===== config.mk =====
export PLATFORM = sky130hd
export DESIGN_NAME = spi_master_byte_shifter_unit_flat
export DESIGN_NICKNAME = d
export VERILOG_FILES = /design/src/sms_pkg.sv /design/src/sms_in_if.sv /design/src/spi_master_byte_shifter_unit.sv /design/src/flat_wrapper.sv
export VERILOG_INCLUDE_DIRS = /design/src /design/src/src
export SDC_FILE = /design/constraint.sdc
export NUM_CORES = 1
export LEC_CHECK = 0
export ABC_AREA = 1
export BUFFER_PORTS_ARGS = -buffer_cell sky130_fd_sc_hd__buf_4
export CAP_MARGIN = 20
export CORE_UTILIZATION = 55
export DETAILED_ROUTE_END_ITERATION = 6
export GPL_ROUTABILITY_DRIVEN = 0
export PLACE_DENSITY = 0.87
export SLEW_MARGIN = 15
export SYNTH_ARGS = -nofsm -noshare
export SYNTH_HDL_FRONTEND = slang
export SYNTH_SLANG_ARGS = --single-unit

===== constraint.sdc =====
create_clock -name clk -period 4 [get_ports clk]
set_input_delay 0.6 -clock clk [delete_from_list [all_inputs] [get_ports clk]]
set_output_delay 0.6 -clock clk [all_outputs]
set_load 0.01 [all_outputs]

===== src/spi_master_byte_shifter_unit_defines.svh =====
// Assertion macros for the SPI master byte shifter.
// Included by modules that check their own state; needs clk and arst_n in scope.
`ifndef SPI_MASTER_BYTE_SHIFTER_UNIT_DEFINES_SVH
`define SPI_MASTER_BYTE_SHIFTER_UNIT_DEFINES_SVH

// Check that cons holds in the same cycle whenever ante holds.
`define SMS_ASSERT_NOW(label, ante, cons) \
	label: assert property (@(posedge clk) disable iff (!arst_n) (ante) |-> (cons)) \
		else $error("sms assertion failed");

// Check that cons holds in the cycle after ante holds.
`define SMS_ASSERT_NEXT(label, ante, cons) \
	label: assert property (@(posedge clk) disable iff (!arst_n) (ante) |=> (cons)) \
		else $error("sms assertion failed");

`endif


===== src/sms_pkg.sv =====
// Shared types, codes and helpers of the SPI master byte shifter.
// No dependencies; used by the input channel interface, the top level and the bench.
package sms_pkg;

	typedef logic [1:0] cmd_t;
	typedef logic [2:0] reg_idx_t;
	typedef logic [6:0] presc_t;

	localparam cmd_t CMD_TICK  = 2'd0;
	localparam cmd_t CMD_WRITE = 2'd1;
	localparam cmd_t CMD_READ  = 2'd2;
	localparam cmd_t CMD_CLEAR = 2'd3;

	localparam reg_idx_t REG_ENABLE  = 3'd0;
	localparam reg_idx_t REG_IRQ_EN  = 3'd1;
	localparam reg_idx_t REG_LSB     = 3'd2;
	localparam reg_idx_t REG_CPOL    = 3'd3;
	localparam reg_idx_t REG_CPHA    = 3'd4;
	localparam reg_idx_t REG_RATE    = 3'd5;
	localparam reg_idx_t REG_DOUBLE  = 3'd6;

	localparam int unsigned ADDR_W = 5;
	localparam int unsigned DATA_W = 32;
	localparam logic [3:0] BITS_PER_BYTE = 4'd8;

	// Half period of the serial clock in ticks, by rate select.
	localparam presc_t HALF_PERIOD [4] = '{7'd2, 7'd8, 7'd32, 7'd64};

	// Bit that leaves first from a byte in the given order.
	function automatic logic first_bit(input logic lsb, input logic [7:0] b);
		return lsb ? b[0] : b[7];
	endfunction

endpackage


===== src/sms_in_if.sv =====
// Input channel of the SPI master byte shifter: valid/ready plus one command beat.
// Depends on sms_pkg for the command type.
interface sms_in_if;
	logic             valid;
	logic             ready;
	sms_pkg::cmd_t    command;
	logic [7:0]       write_byte;
	logic             miso_in;

	modport source (output valid, output command, output write_byte, output miso_in,
		input ready);
	modport sink (input valid, input command, input write_byte, input miso_in,
		output ready);
endinterface

// Result channel of the SPI master byte shifter: valid/ready plus one status beat.
interface sms_out_if;
	logic       valid;
	logic       ready;
	logic       sclk_out;
	logic       mosi_out;
	logic       done_flag;
	logic [7:0] read_byte;
	logic       busy_res;
	logic       irq;

	modport source (output valid, output sclk_out, output mosi_out, output done_flag,
		output read_byte, output busy_res, output irq, input ready);
	modport sink (input valid, input sclk_out, input mosi_out, input done_flag,
		input read_byte, input busy_res, input irq, output ready);
endinterface


===== src/spi_master_byte_shifter_unit.sv =====
// SPI master byte shifter: APB register file, prescaler, shifter and result register.
// Depends on sms_pkg, sms_in_if/sms_out_if and the assertion macro header.
//
// Usage:
//  - item (sink) takes one command beat: tick, write data, read data or clear flag.
//    A tick advances the prescaler by one while a transfer runs; every half serial
//    period one sclk edge occurs. Write starts a transfer when enabled and idle.
//  - result (source) returns exactly one status beat per command beat: sclk, mosi,
//    completion flag, last received byte, busy and irq as they stand after it.
//  - APB port writes the seven control registers at byte address 4*index; writes
//    complete in the access cycle (pready is tied high), reads return the value.
//  - Latency: a status beat is valid the cycle after its command beat is taken.
//  - Throughput: one command beat per cycle when not stalled; the whole update is
//    one pass of logic between the state registers and the result register.
//  - Serial timing: sclk period is 4/16/64/128 ticks (half with double speed),
//    set by the 7-bit prescaler.
//  - Stall: while the result register holds an untaken beat and result.ready is
//    low, item.ready drops; the beat holds until taken, nothing is lost.
//  - Reset: arst_n clears all but the result data; engine idles, sclk low, no flag.
`include "spi_master_byte_shifter_unit_defines.svh"

module spi_master_byte_shifter_unit (
	input  logic                         clk,
	input  logic                         arst_n,
	sms_in_if.sink                       item,
	sms_out_if.source                    result,
	input  logic                         psel,
	input  logic                         penable,
	input  logic                         pwrite,
	input  logic [sms_pkg::ADDR_W-1:0]   paddr,
	input  logic [sms_pkg::DATA_W-1:0]   pwdata,
	output logic [sms_pkg::DATA_W-1:0]   prdata,
	output logic                         pready
);
	import sms_pkg::*;

	// Control registers
	logic       en_q, irq_en_q, lsb_q, cpol_q, cpha_q, dbl_q;
	logic [1:0] rate_q;

	// Engine state
	logic [7:0] sr_q, rx_q;
	logic [3:0] bc_q;
	presc_t     ps_q;
	logic       cl_q, flag_q, act_q, mosi_q, smp_q;

	// Next state after the command beat, then after the register write
	logic [7:0] sr_n, rx_n;
	logic [3:0] bc_n, bc_inc;
	presc_t     ps_n, half;
	logic       cl_n, flag_n, act_n, mosi_n, smp_n;
	logic [3:0] bc_f;
	presc_t     ps_f;
	logic       cl_f, act_f;

	logic [7:0] ps_inc;
	logic [7:0] shifted;
	logic       edge_bit, leading;
	logic       accept, cfg_wr, cpol_new;
	reg_idx_t   idx;

	// Result register
	logic       out_valid_q;
	logic       sclk_q, mosi_o_q, done_q, busy_q, irq_q;
	logic [7:0] rbyte_q;

	assign idx    = paddr[ADDR_W-1:2];
	assign cfg_wr = psel && penable && pwrite;
	assign pready = 1'b1;

	// Take a new beat whenever the result slot is free or drains this cycle.
	assign item.ready = !out_valid_q || result.ready;
	assign accept     = item.valid && item.ready;

	// APB read mux
	always_comb begin
		prdata = '0;
		case (idx)
			REG_ENABLE: prdata[0]   = en_q;
			REG_IRQ_EN: prdata[0]   = irq_en_q;
			REG_LSB:    prdata[0]   = lsb_q;
			REG_CPOL:   prdata[0]   = cpol_q;
			REG_CPHA:   prdata[0]   = cpha_q;
			REG_RATE:   prdata[1:0] = rate_q;
			REG_DOUBLE: prdata[0]   = dbl_q;
			default:    prdata      = '0;
		endcase
	end

	// One command beat: prescaler step, clock edge, shift, load or flag clear.
	always_comb begin
		sr_n   = sr_q;
		rx_n   = rx_q;
		bc_n   = bc_q;
		ps_n   = ps_q;
		cl_n   = cl_q;
		flag_n = flag_q;
		act_n  = act_q;
		mosi_n = mosi_q;
		smp_n  = smp_q;

		half     = HALF_PERIOD[rate_q] >> dbl_q;
		ps_inc   = {1'b0, ps_q} + 8'd1;
		leading  = (cl_q == cpol_q);
		// Phase 1 samples on the very edge that shifts; phase 0 uses the held sample.
		edge_bit = cpha_q ? item.miso_in : smp_q;
		shifted  = lsb_q ? {edge_bit, sr_q[7:1]} : {sr_q[6:0], edge_bit};
		bc_inc   = bc_q + 4'd1;

		if (accept) begin
			case (item.command)
				CMD_TICK: begin
					if (act_q && en_q) begin
						if (ps_inc >= {1'b0, half}) begin
							ps_n = '0;
							cl_n = ~cl_q;
							if (leading) begin
								if (cpha_q) mosi_n = first_bit(lsb_q, sr_q);
								else        smp_n  = item.miso_in;
							end else begin
								if (cpha_q) smp_n = item.miso_in;
								sr_n = shifted;
								bc_n = bc_inc;
								if (bc_inc >= BITS_PER_BYTE) begin
									// Eighth bit in: latch, flag and drop back to idle.
									rx_n   = shifted;
									flag_n = 1'b1;
									act_n  = 1'b0;
									bc_n   = '0;
									ps_n   = '0;
									cl_n   = cpol_q;
								end else if (!cpha_q) begin
									mosi_n = first_bit(lsb_q, shifted);
								end
							end
						end else begin
							ps_n = ps_inc[6:0];
						end
					end
				end
				CMD_WRITE: begin
					if (en_q && !act_q) begin
						sr_n  = item.write_byte;
						bc_n  = '0;
						ps_n  = '0;
						cl_n  = cpol_q;
						act_n = 1'b1;
						if (!cpha_q) mosi_n = first_bit(lsb_q, item.write_byte);
					end
				end
				CMD_READ: begin
				end
				default: flag_n = 1'b0;
			endcase
		end

		// Register write on top: disabling aborts, idle clock follows polarity.
		bc_f     = bc_n;
		ps_f     = ps_n;
		act_f    = act_n;
		cl_f     = cl_n;
		cpol_new = (cfg_wr && idx == REG_CPOL) ? pwdata[0] : cpol_q;
		if (cfg_wr && idx == REG_ENABLE && !pwdata[0]) begin
			act_f = 1'b0;
			bc_f  = '0;
			ps_f  = '0;
		end
		if (cfg_wr && !act_f) cl_f = cpol_new;
	end

	// Control registers
	always_ff @(posedge clk or negedge arst_n) begin
		if (!arst_n) begin
			en_q     <= 1'b0;
			irq_en_q <= 1'b0;
			lsb_q    <= 1'b0;
			cpol_q   <= 1'b0;
			cpha_q   <= 1'b0;
			rate_q   <= '0;
			dbl_q    <= 1'b0;
		end else if (cfg_wr) begin
			case (idx)
				REG_ENABLE: en_q     <= pwdata[0];
				REG_IRQ_EN: irq_en_q <= pwdata[0];
				REG_LSB:    lsb_q    <= pwdata[0];
				REG_CPOL:   cpol_q   <= pwdata[0];
				REG_CPHA:   cpha_q   <= pwdata[0];
				REG_RATE:   rate_q   <= pwdata[1:0];
				REG_DOUBLE: dbl_q    <= pwdata[0];
				default: begin
				end
			endcase
		end
	end

	// Engine state
	always_ff @(posedge clk or negedge arst_n) begin
		if (!arst_n) begin
			sr_q   <= '0;
			rx_q   <= '0;
			bc_q   <= '0;
			ps_q   <= '0;
			cl_q   <= 1'b0;
			flag_q <= 1'b0;
			act_q  <= 1'b0;
			mosi_q <= 1'b0;
			smp_q  <= 1'b0;
		end else begin
			sr_q   <= sr_n;
			rx_q   <= rx_n;
			bc_q   <= bc_f;
			ps_q   <= ps_f;
			cl_q   <= cl_f;
			flag_q <= flag_n;
			act_q  <= act_f;
			mosi_q <= mosi_n;
			smp_q  <= smp_n;
		end
	end

	// Result register: load on accept, drop valid once taken.
	always_ff @(posedge clk or negedge arst_n) begin
		if (!arst_n) begin
			out_valid_q <= 1'b0;
		end else if (accept) begin
			out_valid_q <= 1'b1;
		end else if (result.ready) begin
			out_valid_q <= 1'b0;
		end
	end

	always_ff @(posedge clk) begin
		if (accept) begin
			sclk_q   <= act_n ? cl_n : cpol_q;
			mosi_o_q <= mosi_n;
			done_q   <= flag_n;
			rbyte_q  <= rx_n;
			busy_q   <= act_n;
			irq_q    <= flag_n & irq_en_q;
		end
	end

	assign result.valid     = out_valid_q;
	assign result.sclk_out  = sclk_q;
	assign result.mosi_out  = mosi_o_q;
	assign result.done_flag = done_q;
	assign result.read_byte = rbyte_q;
	assign result.busy_res  = busy_q;
	assign result.irq       = irq_q;

	`SMS_ASSERT_NOW(a_idle_counters_clear, !act_q, bc_q == 4'd0 && ps_q == 7'd0)
	`SMS_ASSERT_NOW(a_bit_count_in_byte, act_q, bc_q < BITS_PER_BYTE)
	`SMS_ASSERT_NOW(a_prescaler_below_max, 1'b1, ps_q[6] == 1'b0)
	`SMS_ASSERT_NEXT(a_write_starts,
		accept && item.command == CMD_WRITE && en_q && !act_q && !cfg_wr, act_q)

endmodule


===== src/flat_wrapper.sv =====
// flat-port wrapper written by rule: the top's interface ports become plain ports
module spi_master_byte_shifter_unit_flat import sms_pkg::*;
  (clk, arst_n, psel, penable, pwrite, paddr, pwdata, prdata, pready, item_valid, item_command, item_write_byte, item_miso_in, item_ready, result_valid, result_sclk_out, result_mosi_out, result_done_flag, result_read_byte, result_busy_res, result_irq, result_ready);
  sms_in_if item_i ();
  sms_out_if result_i ();
  input  logic clk;
  input  logic arst_n;
  input  logic psel;
  input  logic penable;
  input  logic pwrite;
  input  logic [sms_pkg::ADDR_W-1:0] paddr;
  input  logic [sms_pkg::DATA_W-1:0] pwdata;
  output logic [sms_pkg::DATA_W-1:0] prdata;
  output logic pready;
  input wire logic [$bits(item_i.valid)-1:0] item_valid;
  input wire logic [$bits(item_i.command)-1:0] item_command;
  input wire logic [$bits(item_i.write_byte)-1:0] item_write_byte;
  input wire logic [$bits(item_i.miso_in)-1:0] item_miso_in;
  output wire logic [$bits(item_i.ready)-1:0] item_ready;
  output wire logic [$bits(result_i.valid)-1:0] result_valid;
  output wire logic [$bits(result_i.sclk_out)-1:0] result_sclk_out;
  output wire logic [$bits(result_i.mosi_out)-1:0] result_mosi_out;
  output wire logic [$bits(result_i.done_flag)-1:0] result_done_flag;
  output wire logic [$bits(result_i.read_byte)-1:0] result_read_byte;
  output wire logic [$bits(result_i.busy_res)-1:0] result_busy_res;
  output wire logic [$bits(result_i.irq)-1:0] result_irq;
  input wire logic [$bits(result_i.ready)-1:0] result_ready;
  assign item_i.valid = item_valid;
  assign item_i.command = item_command;
  assign item_i.write_byte = item_write_byte;
  assign item_i.miso_in = item_miso_in;
  assign item_ready = item_i.ready;
  assign result_valid = result_i.valid;
  assign result_sclk_out = result_i.sclk_out;
  assign result_mosi_out = result_i.mosi_out;
  assign result_done_flag = result_i.done_flag;
  assign result_read_byte = result_i.read_byte;
  assign result_busy_res = result_i.busy_res;
  assign result_irq = result_i.irq;
  assign result_i.ready = result_ready;
  spi_master_byte_shifter_unit u_core (.clk(clk), .arst_n(arst_n), .item(item_i), .result(result_i), .psel(psel), .penable(penable), .pwrite(pwrite), .paddr(paddr), .pwdata(pwdata), .prdata(prdata), .pready(pready));
endmodule

# Yosys cells after proc, flatten, opt, wreduce, memory -nomap -nowiden
# Cells that the tools add are included.
# op_classes
div_mod_pow,0
n_eq_ne,18
n_addsub,2
shifts,1
muxes,73
bitwise,3
mul,0
reduce_logical,32
magnitude_cmp,3
# ops
operator,n
8-bit two-way mux,11
7-bit two-way mux,7
1-bit two-way mux,39
4-bit two-way mux,7
8-bit one-hot mux with 2 select lines,1
7-bit binary-select mux with 2-bit select,1
7-bit one-hot mux with 2 select lines,1
2-bit AND reduction,7
6-bit AND reduction,2
"3-bit equality test, second input constant",3
1-bit logical AND,9
"3-bit by 1-bit inequality test with 1-bit output, second input constant",3
"7-bit by 1-bit adder with 8-bit output, second input constant",1
8-bit by 7-bit >= comparator with 1-bit output,1
1-bit one-hot mux with 2 select lines,4
4-bit one-hot mux with 2 select lines,1
1-bit one-hot mux with 7 select lines,1
7-bit by 1-bit right shift with 7-bit output,1
"3-bit by 2-bit equality test with 1-bit output, second input constant",2
"2-bit by 1-bit inequality test with 1-bit output, second input constant",3
2-bit nonzero test,3
5-bit AND reduction,1
"4-bit by 1-bit adder with 4-bit output, second input constant",1
"4-bit >= comparator, second input constant",1
17 further kinds,21
# word_totals
ff_bits,54
latchBits,0
mem_bits_rw,0
wordCells,155
mem_count,0
out_inout_bits,48
romBits,0
inputBits,55

# Depth between registers and ports, before layout
# depth
depth_word,14
ltp_mapped,19
depth_no_buf,19

# Worst setup path before layout
# Ideal clock, no wire load.
# synth_timing
kind,flip-flop to flip-flop
start,register u_core.ps_q[0]
end,"register u_core.sclk_q, in the netlist u_core.result.sclk_out, data pin"
path_stages_with_launch,17
period_less_slack_ns,2.274
setup_ns,0.252
arrival_time_ns,2.021
required_ns,3.748
path_buffers,0
path_slack_ns,1.726
cell_sequence,dfrtp_1 -> ha_1 -> nand2_1 -> inv_1 -> nand4_1 -> xor2_1 -> ha_1 -> and3_1 -> nand2_1 -> nand2_1 -> inv_1 -> nor2_1 -> nand2_1 -> nand3_1 -> nand2_1 -> nand2_1 -> nand2_1
# synth_via
elab_chain_len,7
word_cells_on_any_way,11
classes_between,1 x add/sub; 1 x order compare; 9 x mux
# synth_rtl
element,line,source
start: declaration,spi_master_byte_shifter_unit.sv:44,presc_t ps_q;
start signal: assignment,spi_master_byte_shifter_unit.sv:212,ps_q <= ps_f;
7-bit by 1-bit adder with 8-bit output (*),spi_master_byte_shifter_unit.sv:103,"ps_inc = {1'b0, ps_q} + 8'd1;"
8-bit by 7-bit >= comparator with 1-bit output (*),spi_master_byte_shifter_unit.sv:114,"if (ps_inc >= {1'b0, half}) begin"
1-bit two-way mux,spi_master_byte_shifter_unit.sv:114,
1-bit two-way mux,spi_master_byte_shifter_unit.sv:113,if (act_q && en_q) begin
1-bit one-hot mux with 2 select lines,spi_master_byte_shifter_unit.sv:111,case (item.command)
1-bit two-way mux,spi_master_byte_shifter_unit.sv:110,if (accept) begin
1-bit two-way mux (*),spi_master_byte_shifter_unit.sv:234,sclk_q <= act_n ? cl_n : cpol_q;
end signal: assignment,spi_master_byte_shifter_unit.sv:234,
end: declaration,spi_master_byte_shifter_unit.sv:64,"logic sclk_q, mosi_o_q, done_q, busy_q, irq_q;"
# Every way passes the cells marked *; elsewhere a longest branch is shown, timed or not.
# A chain may end at the register's enable or synchronous reset.

# Worst setup path after layout
# layout_timing
start,register u_core.ps_q[0]
end,register u_core.bc_q[0]
# layout_via
elab_chain_len,4
# layout_rtl
element,line,source
7-bit by 1-bit adder with 8-bit output,spi_master_byte_shifter_unit.sv:103,
8-bit by 7-bit >= comparator with 1-bit output,spi_master_byte_shifter_unit.sv:114,
3-bit by 1-bit inequality test with 1-bit output (no source line),-,
6-bit AND reduction (no source line),-,
end signal: assignment,spi_master_byte_shifter_unit.sv:201,bc_q <= '0;
end signal: assignment,spi_master_byte_shifter_unit.sv:211,bc_q <= bc_f;
end: declaration,spi_master_byte_shifter_unit.sv:43,logic [3:0] bc_q;
# No other way between the ends.

==> results.json <==
{
  "drt_iter0_drc": 215,
  "n_antenna_cell": 0,
  "r2r_end": "u_core.bc_q[0]",
  "clockRootBuffer": "clkbuf_8",
  "area_growth_pct": 9.86,
  "h-tree-depth": 2,
  "insertion_delay_ns": 0.32,
  "leakage_nw": 1.81,
  "skew_ns": 0.0111,
  "drc": 0,
  "avgViaCountPerCell": 5.22,
  "synth_top_area_frac": 0.320,
  "die_height_um": 78.4,
  "r2r_start": "u_core.ps_q[0]",
  "cts_made_buffers": 5,
  "criticalPathCategory": "register to register",
  "period_share": 0.714,
  "die_x_um": 78.4,
  "cap_violations": 0,
  "endpoint_kind": "register",
  "dp_hpwl_um": 4680,
  "initial_utilization": 0.576,
  "grt_overflow": 0,
  "synth_area_leaders": "dfrtp_1 (32%), nand2_1 (13%), edfxtp_1 (12%)",
  "wl_um": 6270,
  "portBuffers": 39,
  "path_clk_slew_ns": 0.11,
  "post-route-util": 0.633,
  "fp-row-count": 27,
  "dieArea_sq_mm": 0.00614,
  "synth_seq_cells": 54,
  "synth_flop_cell": "dfrtp_1",
  "fmax_ghz": 0.350,
  "clock_path_buffers": 2,
  "final_area_sq_mm": 0.00353,
  "worstPathRequired_ns": 4.21,
  "drive_gt1_frac": 0.126,
  "critical_path.max_fanout": 20,
  "power.density_mw_per_mm2": 519,
  "syn-mean-instance-area_sq_um": 7.90,
  "ir_worst_vdd_mv": 0.285,
  "grt_first_pass_wirelength_um": 10800,
  "firstDrtPassIters": 4,
  "cts_setup_buffers": 0,
  "placed_cell_area_sq_mm": 0.00343,
  "hold_viol_final": 0,
  "syn-cell-area_sq_mm": 0.00321,
  "reg2reg_slack_ns": 1.14,
  "setup_tns_ns": 0,
  "cp_data_arrival_time_ns": 3.07,
  "drv_slew": 0,
  "ios": 103,
  "relSlewSlack": 0.495,
  "grt_max_degree": 42,
  "layout_min_cycle_time_ns": 2.86,
  "tightest_slew_ns": 0.758,
  "wl_per_cell_um": 12.1,
  "ctsResizeCount": 0,
  "antenna_found_initial": 0,
  "yosys_warnings": 0,
  "gr-usage-all-layers": 0.224,
  "final_antenna_net_count": 0,
  "hp-class": "input port to async pin",
  "outcome": "complete, no violations",
  "cts_sinks": 54,
  "synth_area_leader_cell": "dfrtp_1",
  "startpoint_type": "register",
  "final-setup-viol-count": 0,
  "fill_cells": 496,
  "post-synth-top-count-cell": "nand2_1",
  "rsz0062_at_grt": "no",
  "grt_pass1_vias": 2578,
  "synth_commonest_cells": "nand2_1 (109), inv_1 (53), dfrtp_1 (41)",
  "core_sq_mm": 0.00557,
  "yosysSeqAreaShare": 0.441,
  "reg2reg_depth": 13,
  "synthArstFlopShare": 0.759,
  "syn-instance-count": 406,
  "cts_hold_buf": 0,
  "vias": 2706,
  "nets": 512,
  "cts_tree": "done",
  "ys_types": 37,
  "synth_edf_count": 13
}
[flip-flops by register name (all words and copies together) (netlist names), 2 cells and up]
name	count
u_core.rate_q	2
u_core.result.read_byte	8
u_core.ps_q	7
u_core.bc_q	4
u_core.sr_q	8
u_core.rx_q	8
[per-layer routing]
metal / global-route usage / wire (um) / up-vias
li1: - / - / 1339
met4: 0.0889 / 126 / 0
met5: 0 / 0 / -
met1: 0.275 / 2650 / 1250
met2: 0.391 / 3150 / 100
met3: 0.0372 / 347 / 17
[power by group]
group	internal [mW]	switching, mW
combinational	0.258	0.419
sequential	0.702	0.123
clock	0.130	0.200
total	1.09	0.741
[layout by cell type (no fill, tap or decap), types with 2 or more instances in the layout]
master	instances
clkinv_1	2
o22ai_1	4
conb_1	31
ha_1	12
nor3_1	8
o21ai_1	2
o21ai_0	30
nand2_2	2
dfrtp_1	41
a31oi_1	13
inv_1	53
nand4_1	4
edfxtp_1	13
clkinv_4	2
nand3_1	14
buf_4	39
nand2_1	109
clkbuf_8	5
a21oi_2	2
a21oi_1	9
xor2_1	5
nor2_2	2
nor2_1	30
a41oi_1	2
[logic make-up (layout without fill, tap and decap cells)]
group,after synthesis,count (layout),share of synthesized area
AND/OR/NAND/NOR,172,172,0.219
buffers and inverters,92,103,0.150
AO/OA/AOI/OAI,68,68,0.123
flip-flops,54,54,0.441
adder cells (fa/ha/maj),12,12,0.0468
XOR/XNOR,6,6,0.0164
other,2,31,0.00234
[worst max-delay path: stages, from the launching register on]
cell and delay, ns:
dfrtp_1 0.44, ha_1 0.19, nand2_1 0.08, inv_1 0.10, nand4_1 0.10, xor2_1 0.18, ha_1 0.30, and3_1 0.14
nand2_1 0.05, nand2_1 0.12, nand2_1 0.08, a21oi_2 0.62, or2_2 0.27, o21ai_0 0.08
[stage by stage]
stage	hold WS, ns	std cells	setup WS [ns]	power (mW)
floorplan	0.304	435	1.73	1.34
global route	0.283	518	0.867	1.98
detailed placement	0.480	510	1.19	1.50
finish	0.243	518	1.14	1.83
CTS	0.274	518	1.16	1.83
global placement	0.472	510	1.17	1.46
[how the worst max path moves through the flow]
stage,endpoint,start
2_1_floorplan,u_core.result.sclk_out,u_core.ps_q[0]
5_1_grt,u_core.bc_q[0],u_core.ps_q[0]
3_5_place_dp,u_core.bc_q[0],u_core.ps_q[0]
3_3_place_gp,u_core.bc_q[0],item_command[1]
6_report,u_core.bc_q[0],u_core.ps_q[0]
4_1_cts,u_core.bc_q[0],u_core.ps_q[0]
[layout make-up]
| cell class | instances | area [sq um] | area share |
|---|---|---|---|
| Tap cell | 72 | 90.1 | 0.0256 |
| Clock buffer | 5 | 68.8 | 0.0195 |
| Inverter | 56 | 210 | 0.0596 |
| Multi-Input combinational cell | 289 | 1420 | 0.402 |
| Clock inverter | 3 | 28.8 | 0.00816 |
| Sequential cell | 54 | 1420 | 0.402 |
| Timing Repair Buffer | 39 | 293 | 0.0830 |
No activity file was read; power rests on OpenSTA's default activity.
